==> src/rtl/msl_pkg.sv <==
`timescale 1ns / 1ps

package msl_pkg;

    localparam logic [1:0] MODE_WRITE = 2'd0;
    localparam logic [1:0] MODE_READ  = 2'd1;
    localparam logic [1:0] MODE_TICK  = 2'd2;
    localparam logic [1:0] MODE_NONE  = 2'd3;

    localparam int CFG_W = 7;
    localparam logic CFG_WIDTH  = 1'b0;
    localparam logic CFG_HEIGHT = 1'b1;

    localparam logic [15:0] LFSR_SEED = 16'hACE1;
    localparam int GROUPS = 8;

    typedef struct packed {
        logic [7:0] r;
        logic [7:0] g;
        logic [7:0] b;
    } t_rgb;

    typedef struct packed {
        logic [1:0] mode;
        logic [5:0] col;
        logic [5:0] row;
        logic [2:0] kind;
        logic [7:0] red_in;
        logic [7:0] green_in;
        logic [7:0] blue_in;
    } t_in;

    typedef struct packed {
        logic [2:0] kind_out;
        logic [7:0] red_out;
        logic [7:0] green_out;
        logic [7:0] blue_out;
        logic       tick_done;
    } t_out;

    typedef struct packed {
        logic clear;
        logic acc;
        logic commit;
    } t_rule_ctl;

endpackage

==> src/rtl/msl_rule.sv <==
`timescale 1ns / 1ps

module msl_rule #(
    parameter int SB = 3
) (
    input  logic                 i_clk,
    input  logic                 i_rst_n,
    input  msl_pkg::t_rule_ctl   i_ctl,
    input  logic [SB-1:0]        i_sp,
    input  msl_pkg::t_rgb        i_rgb,
    output logic [SB-1:0]        o_sp,
    output msl_pkg::t_rgb        o_rgb
);

    localparam int G = msl_pkg::GROUPS;

    logic [SB-1:0] r_gsp [G];
    logic [3:0]    r_gcnt [G];
    logic [10:0]   r_gr [G];
    logic [10:0]   r_gg [G];
    logic [10:0]   r_gb [G];
    logic [3:0]    r_ng;
    logic [15:0]   r_lfsr;

    logic [G-1:0]  hit;
    logic          any;
    logic [3:0]    same;
    logic          have0, have1;
    logic [2:0]    p0, p1, pick;
    logic [15:0]   n_lfsr;
    logic [19:0]   qr, qg, qb;

    always_comb begin
        any = 1'b0;
        same = '0;
        for (int i = 0; i < G; i++) begin
            hit[i] = (r_gcnt[i] != 4'd0) && (r_gsp[i] == i_sp);
            if (hit[i]) begin
                same = r_gcnt[i];
            end
        end
        any = |hit;
    end

    // first two groups of exactly three
    always_comb begin
        have0 = 1'b0;
        have1 = 1'b0;
        p0 = '0;
        p1 = '0;
        for (int i = 0; i < G; i++) begin
            if (r_gcnt[i] == 4'd3) begin
                if (!have0) begin
                    have0 = 1'b1;
                    p0 = 3'(i);
                end else if (!have1) begin
                    have1 = 1'b1;
                    p1 = 3'(i);
                end
            end
        end
        n_lfsr = {r_lfsr[0] ^ r_lfsr[2] ^ r_lfsr[3] ^ r_lfsr[5], r_lfsr[15:1]};
        pick = (have1 && n_lfsr[0]) ? p1 : p0;
        // divide by three: sums here are at most 765
        qr = r_gr[pick][9:0] * 10'd683;
        qg = r_gg[pick][9:0] * 10'd683;
        qb = r_gb[pick][9:0] * 10'd683;
    end

    always_comb begin
        o_sp = '0;
        o_rgb = '0;
        if (i_sp != '0) begin
            if (same == 4'd2 || same == 4'd3) begin
                o_sp = i_sp;
                o_rgb = i_rgb;
            end
        end else if (have0) begin
            o_sp = r_gsp[pick];
            o_rgb.r = qr[18:11];
            o_rgb.g = qg[18:11];
            o_rgb.b = qb[18:11];
        end
    end

    always_ff @(posedge i_clk) begin
        if (!i_rst_n) begin
            r_ng <= '0;
            r_lfsr <= msl_pkg::LFSR_SEED;
            for (int i = 0; i < G; i++) begin
                r_gcnt[i] <= '0;
            end
        end else begin
            if (i_ctl.clear) begin
                r_ng <= '0;
                for (int i = 0; i < G; i++) begin
                    r_gcnt[i] <= '0;
                end
            end else if (i_ctl.acc && i_sp != '0) begin
                for (int i = 0; i < G; i++) begin
                    if (hit[i]) begin
                        r_gcnt[i] <= r_gcnt[i] + 4'd1;
                        r_gr[i] <= r_gr[i] + 11'(i_rgb.r);
                        r_gg[i] <= r_gg[i] + 11'(i_rgb.g);
                        r_gb[i] <= r_gb[i] + 11'(i_rgb.b);
                    end else if (!any && 4'(i) == r_ng) begin
                        r_gsp[i] <= i_sp;
                        r_gcnt[i] <= 4'd1;
                        r_gr[i] <= 11'(i_rgb.r);
                        r_gg[i] <= 11'(i_rgb.g);
                        r_gb[i] <= 11'(i_rgb.b);
                    end
                end
                if (!any) begin
                    r_ng <= r_ng + 4'd1;
                end
            end
            if (i_ctl.commit && i_sp == '0 && have1) begin
                r_lfsr <= n_lfsr;
            end
        end
    end

endmodule

==> config.mk <==
export PLATFORM = sky130hd
export DESIGN_NAME = msl_rule
export DESIGN_NICKNAME = d
export VERILOG_FILES = /design/src/rtl/msl_pkg.sv /design/src/rtl/msl_rule.sv
export SDC_FILE = /design/constraint.sdc
export NUM_CORES = 1
export LEC_CHECK = 0
export BUFFER_PORTS_ARGS = -buffer_cell sky130_fd_sc_hd__clkbuf_2
export CORE_UTILIZATION = 65
export CTS_BUF_LIST = sky130_fd_sc_hd__clkbuf_8
export DETAILED_ROUTE_END_ITERATION = 10
export GPL_ROUTABILITY_DRIVEN = 0
export MAX_ROUTING_LAYER = met4
export PLACE_DENSITY = 0.8
export SYNTH_ARGS = -nofsm -noshare
export SYNTH_HDL_FRONTEND = slang
export SYNTH_SLANG_ARGS = --single-unit
==> constraint.sdc <==
create_clock -name i_clk -period 22.5 [get_ports i_clk]
set_input_delay 1.125 -clock i_clk [delete_from_list [all_inputs] [get_ports i_clk]]
set_output_delay 1.125 -clock i_clk [all_outputs]
set_load 0.01 [all_outputs]
# == Word level (Yosys, flattened, before mapping) ==
# Memory sizes are Yosys's and may differ from the RTL's.
# Index checks and enable logic that the tools add are counted.
# word_totals
n_memories,5
elab_cells,396
mem_bits_rw,320
ff_bits,20
input_bits,32
# op_classes
multipliers,3
n_bitwise,53
add_sub_neg,33
reduce_logical,43
mux,232
eq_ne,25
# memory_table
memory,depth,word_bits,rd,rd_clocked_by_memory_dff,wr,line,text
r_gb,8,11,9,0,8,msl_rule.sv:21,logic [10:0] r_gb [G];
r_gg,8,11,9,0,8,msl_rule.sv:20,logic [10:0] r_gg [G];
r_gr,8,11,9,0,8,msl_rule.sv:19,logic [10:0] r_gr [G];
r_gcnt,8,4,8,0,8,msl_rule.sv:18,logic [3:0] r_gcnt [G];
r_gsp,8,3,9,0,1,msl_rule.sv:17,logic [SB-1:0] r_gsp [G];
# ops
op,n
$add 11x8->11,24
$mux 11,24
$mux 3,48
$mux 4,32
$mux 1,125
$mux 24,3
$mul 10x10->19 const B,3
$or 1x1->1,48
$eq 4x2->1 const B,10
$add 4x1->4 const B,9
$reduce_bool 4->1,8
$eq 3x3->1,8
$reduce_or 3->1,7
$logic_and 1x1->1,20
$eq 3x4->1 const A,4
$eq 2x4->1 const A,2
$reduce_or 8->1,1
$eq 1x4->1 const A,1
$logic_not 4->1,1
$logic_not 3->1,1
$reduce_bool 3->1,1
$xor 1x1->1,3
$not 1->1,2
$reduce_and 2->1,1
3 further kinds,3

# == Logic depth before layout (Yosys ltp) ==
# An unclocked memory read counts as a cell.
# depth
ltp_word,28
mapped_depth,37
mapped_depth_nobuf,35

# == Worst setup path before layout ==
# OpenSTA, ideal clock, no wires.
# synth_path
kind,reg-to-output
from,mem r_gcnt[1][0] (netlist: r_gcnt[0][4])
to,out o_rgb[18] (netlist name)
arrival_time_ns,7.996
path_stages_with_launch,35
slack_ns,13.379
path_cell_list,edfxtp_1 -> ha_1 -> and2_1 -> inv_1 -> ha_1 -> inv_1 -> nor3_1 -> a21oi_2 -> o31ai_2 -> a21oi_1 -> nor2_2 -> buf_2 -> buf_4 -> buf_2 -> mux4_2 -> nand2_1 -> nand2_1 -> ha_1 -> ha_1 -> ha_1 -> fa_1 -> inv_1 -> fa_1 -> inv_1 -> ha_1 -> nor2b_1 -> o21ai_0 -> nand2b_1 -> a21oi_1 -> o21ai_0 -> a21o_1 -> a21o_1 -> a21o_1 -> a211o_1 -> a32o_1
# synth_rtl
element,line,text
from (decl),msl_rule.sv:18,
to (decl),msl_rule.sv:12,output msl_pkg::t_rgb o_rgb

==> results.sh <==
export IMPL_fin_ws_ns=10.98
export IMPL_cts_root_buf="clkbuf_8"
export IMPL_dp_slack_ns=11.70
export IMPL_ys_ff_latch=316
export IMPL_clk_pin_slew_ns=0.06
export IMPL_crit_required_ns=21.38
export IMPL_num_fill_cells=3147
export IMPL_core_area_um2=43100
export IMPL_drt_first_pass_iters=5
export IMPL_grt_pass1_wl_um=119000
export IMPL_hold_class="flop to flop"
export IMPL_synth_area_leaders="edfxtp_1 (30%), ha_1 (17%), fa_1 (6.1%)"
export IMPL_portBuffers=58
export IMPL_wl_per_cell_um=20.8
export IMPL_clkSinkCount=316
export IMPL_synth_cells=2886
export IMPL_multiInputGateArea_um2=17700
export IMPL_ys_types=74
export IMPL_drtIter0Drc=2055
export IMPL_wl_um=73900
export IMPL_tns_ns=0
export IMPL_dieHeight_um=211
export IMPL_worst_pin_slew_ns=1.08
export IMPL_powerDensity_nw_per_um2=75.3
export IMPL_cts_buffers_inserted=55
export IMPL_htree_levels=2
export IMPL_antenna_found_initial=4
export IMPL_drv_slew=0
export IMPL_hpwl_um=55200
export IMPL_drive_gt1_share_pct=8.68
export IMPL_clock_skew_final_ns=0.0307
export IMPL_ys_seq_area_share_pct=32.4
export IMPL_arrival_ns=10.40
export IMPL_grtUsageTotal_pct=35.2
export IMPL_grt_pass1_vias=22400
export IMPL_fin_crit_ns=11.52
export IMPL_holdWs_ns=0.469
export IMPL_peakVddDrop_uv=85.3
export IMPL_synthArstFlopShare_pct=0
export IMPL_worstSetupStartpointType="flop"
export IMPL_synth_area_leader_cell="edfxtp_1"
export IMPL_postRouteAntennaNets=0
export IMPL_synth_common_cells="ha_1 (392), inv_1 (295), nand2_1 (295)"
export IMPL_vias=22300
export IMPL_max_clock_freq_mhz=86.8
export IMPL_postSynthAreaPerCell_um2=9.83
export IMPL_finalNonFillerCells=3550
export IMPL_post_cts_buffers=0
export IMPL_critPathMaxStageDelay_ns=0.91
export IMPL_synth_edf_count=287
export IMPL_dp_cells=3444
export IMPL_num_rows=76
export IMPL_synth_area_um2=28400
export IMPL_outcome="complete, no violations"
export IMPL_grt_max_degree=62
export IMPL_post_synth_top_count_cell="ha_1"
export IMPL_die_area_um2=44500
export IMPL_cts_tree="yes"
export IMPL_rsz0062_at_grt="false"
export IMPL_maxCapViolations=0
export IMPL_finalSetupViolations=0
export IMPL_hold_violations=0
export IMPL_cpMaxStageDelayCell="nor2_4"
export IMPL_regArea_um2=9200
export IMPL_cp_end_kind="output pin"
export IMPL_finalPower_w=0.00228
export IMPL_die_width_um=211
export IMPL_power_leakage_nw=13.4
export IMPL_synth_ff_type="edfxtp_1"
export IMPL_yosys_warnings=0
export IMPL_fin_nets=3426
export IMPL_slew_headroom_pct=27.8
export IMPL_start_util_pct=65.9
export IMPL_syn_to_final_growth_pct=6.63
export IMPL_synth_top_area_share_pct=30.4
export IMPL_crit_fanout=26
export IMPL_ioPinCount=59
export IMPL_clock_latency_ns=0.67
export IMPL_syn_nets=3396
export IMPL_min_period_over_period_pct=51.2
export IMPL_cts_resized=0
export IMPL_overflow=0
export IMPL_drc=0
export IMPL_hold_buffers=0
export IMPL_clock_tree_buffer_depth=3
export IMPL_crit_type="flop to output pin"
export IMPL_vias_per_cell=6.28
[registers in the layout, indices dropped and copies added, names as in the netlist]
name	cells
r_gb	80
r_gg	80
r_gr	80
r_gcnt	32
r_gsp	24
r_lfsr	16
r_ng	4
[cell type report]
class	count	area share (%)
multi-input combinational	2161	58.4
sequential	316	30.4
inverter	295	3.66
clock buffer	61	2.77
tap	585	2.42
timing repair buffer	87	1.68
clock inverter	41	0.641
antenna	4	0.0331
[power breakdown]
| part | internal, W | switching [W] |
|---|---|---|
| logic | 0.000469 | 0.000636 |
| clock network | 0.000259 | 0.000253 |
| registers | 0.000654 | 0.00000736 |
[path summary, 6_finish.rpt]
| kind | startpoint | end | slack [ns] | depth (start not counted) |
|---|---|---|---|---|
| hold reg to reg | r_lfsr[11]$_SDFFE_PN1P_ | r_lfsr[10]$_SDFFE_PN1P_ | 0.47 | 2 |
| hold / removal | r_lfsr[11]$_SDFFE_PN1P_ | r_lfsr[10]$_SDFFE_PN1P_ | 0.47 | 2 |
| setup / recovery | r_gcnt[0][4]$_SDFFCE_PN0P_ | o_rgb[23] | 10.98 | 34 |
| setup reg to reg | r_gcnt[0][14]$_SDFFCE_PP0P_ | r_gcnt[0][5]$_SDFFCE_PP0P_ | 17.94 | 12 |
[logic make-up (layout without fill, tap and decap cells)]
group | count (synthesis) | in the layout | share of synthesized area (%)
compound gates | 646 | 646 | 13.7
xor+xnor | 249 | 249 | 7.68
fa+ha+maj | 479 | 479 | 23.4
buf+inv | 409 | 484 | 5.53
flops | 316 | 316 | 32.4
mux | 102 | 102 | 6.39
other cells | 0 | 4 | 0
simple gates | 685 | 685 | 10.9
[layer usage]
| layer | up-vias | track usage (%) | share of wire [%] |
|---|---|---|---|
| met5 | - | - | 0 |
| met4 | 0 | 12.7 | 2.9 |
| met3 | 154 | 6.29 | 10 |
| met2 | 1148 | 53.9 | 45 |
| met1 | 10700 | 47.1 | 41 |
| li1 | 10200 | - | - |
[critical path: cells and delay by family (launching register included)]
kind	cells	cell delay, ns
flip-flops	1	0.45
XOR/XNOR	1	0.11
AO/OA/AOI/OAI	8	1.78
adder cells (fa/ha/maj)	8	2.90
buffers and inverters	7	1.17
AND/OR/NAND/NOR	9	2.72
multiplexers	1	0.56
[metrics by stage]
stage,util (%),instance area (um2)
3_5_place_dp,67.8,29200
2_1_floorplan,-,28400
6_report,70.3,30300
4_1_cts,70.2,30300
3_3_place_gp,67.8,29200
5_1_grt,70.3,30300
[layout by cell type (no fill, tap or decap), types with 6 or more instances in the layout]
cell type and count:
mux2_2 14, nor2_1 174, clkbuf_2 58, nor3_1 16, inv_1 329, and3_1 17, o21bai_1 28, buf_4 29
nand4_1 8, or3_1 6, a22o_1 14, fa_1 86, and2_1 34, o21ai_1 8, nand3_1 24, nand2b_1 35
o21a_1 7, a21oi_1 204, edfxtp_1 287, xor2_1 144, xnor2_1 105, nand2_1 295, a211oi_1 10, ha_1 392
o21ai_0 216, mux2i_1 26, mux4_2 62, clkbuf_8 61, nor2b_1 41, a21o_1 75, o31ai_1 27, dfxtp_1 29
o211ai_1 10
(Power assumes the default switching activity.)
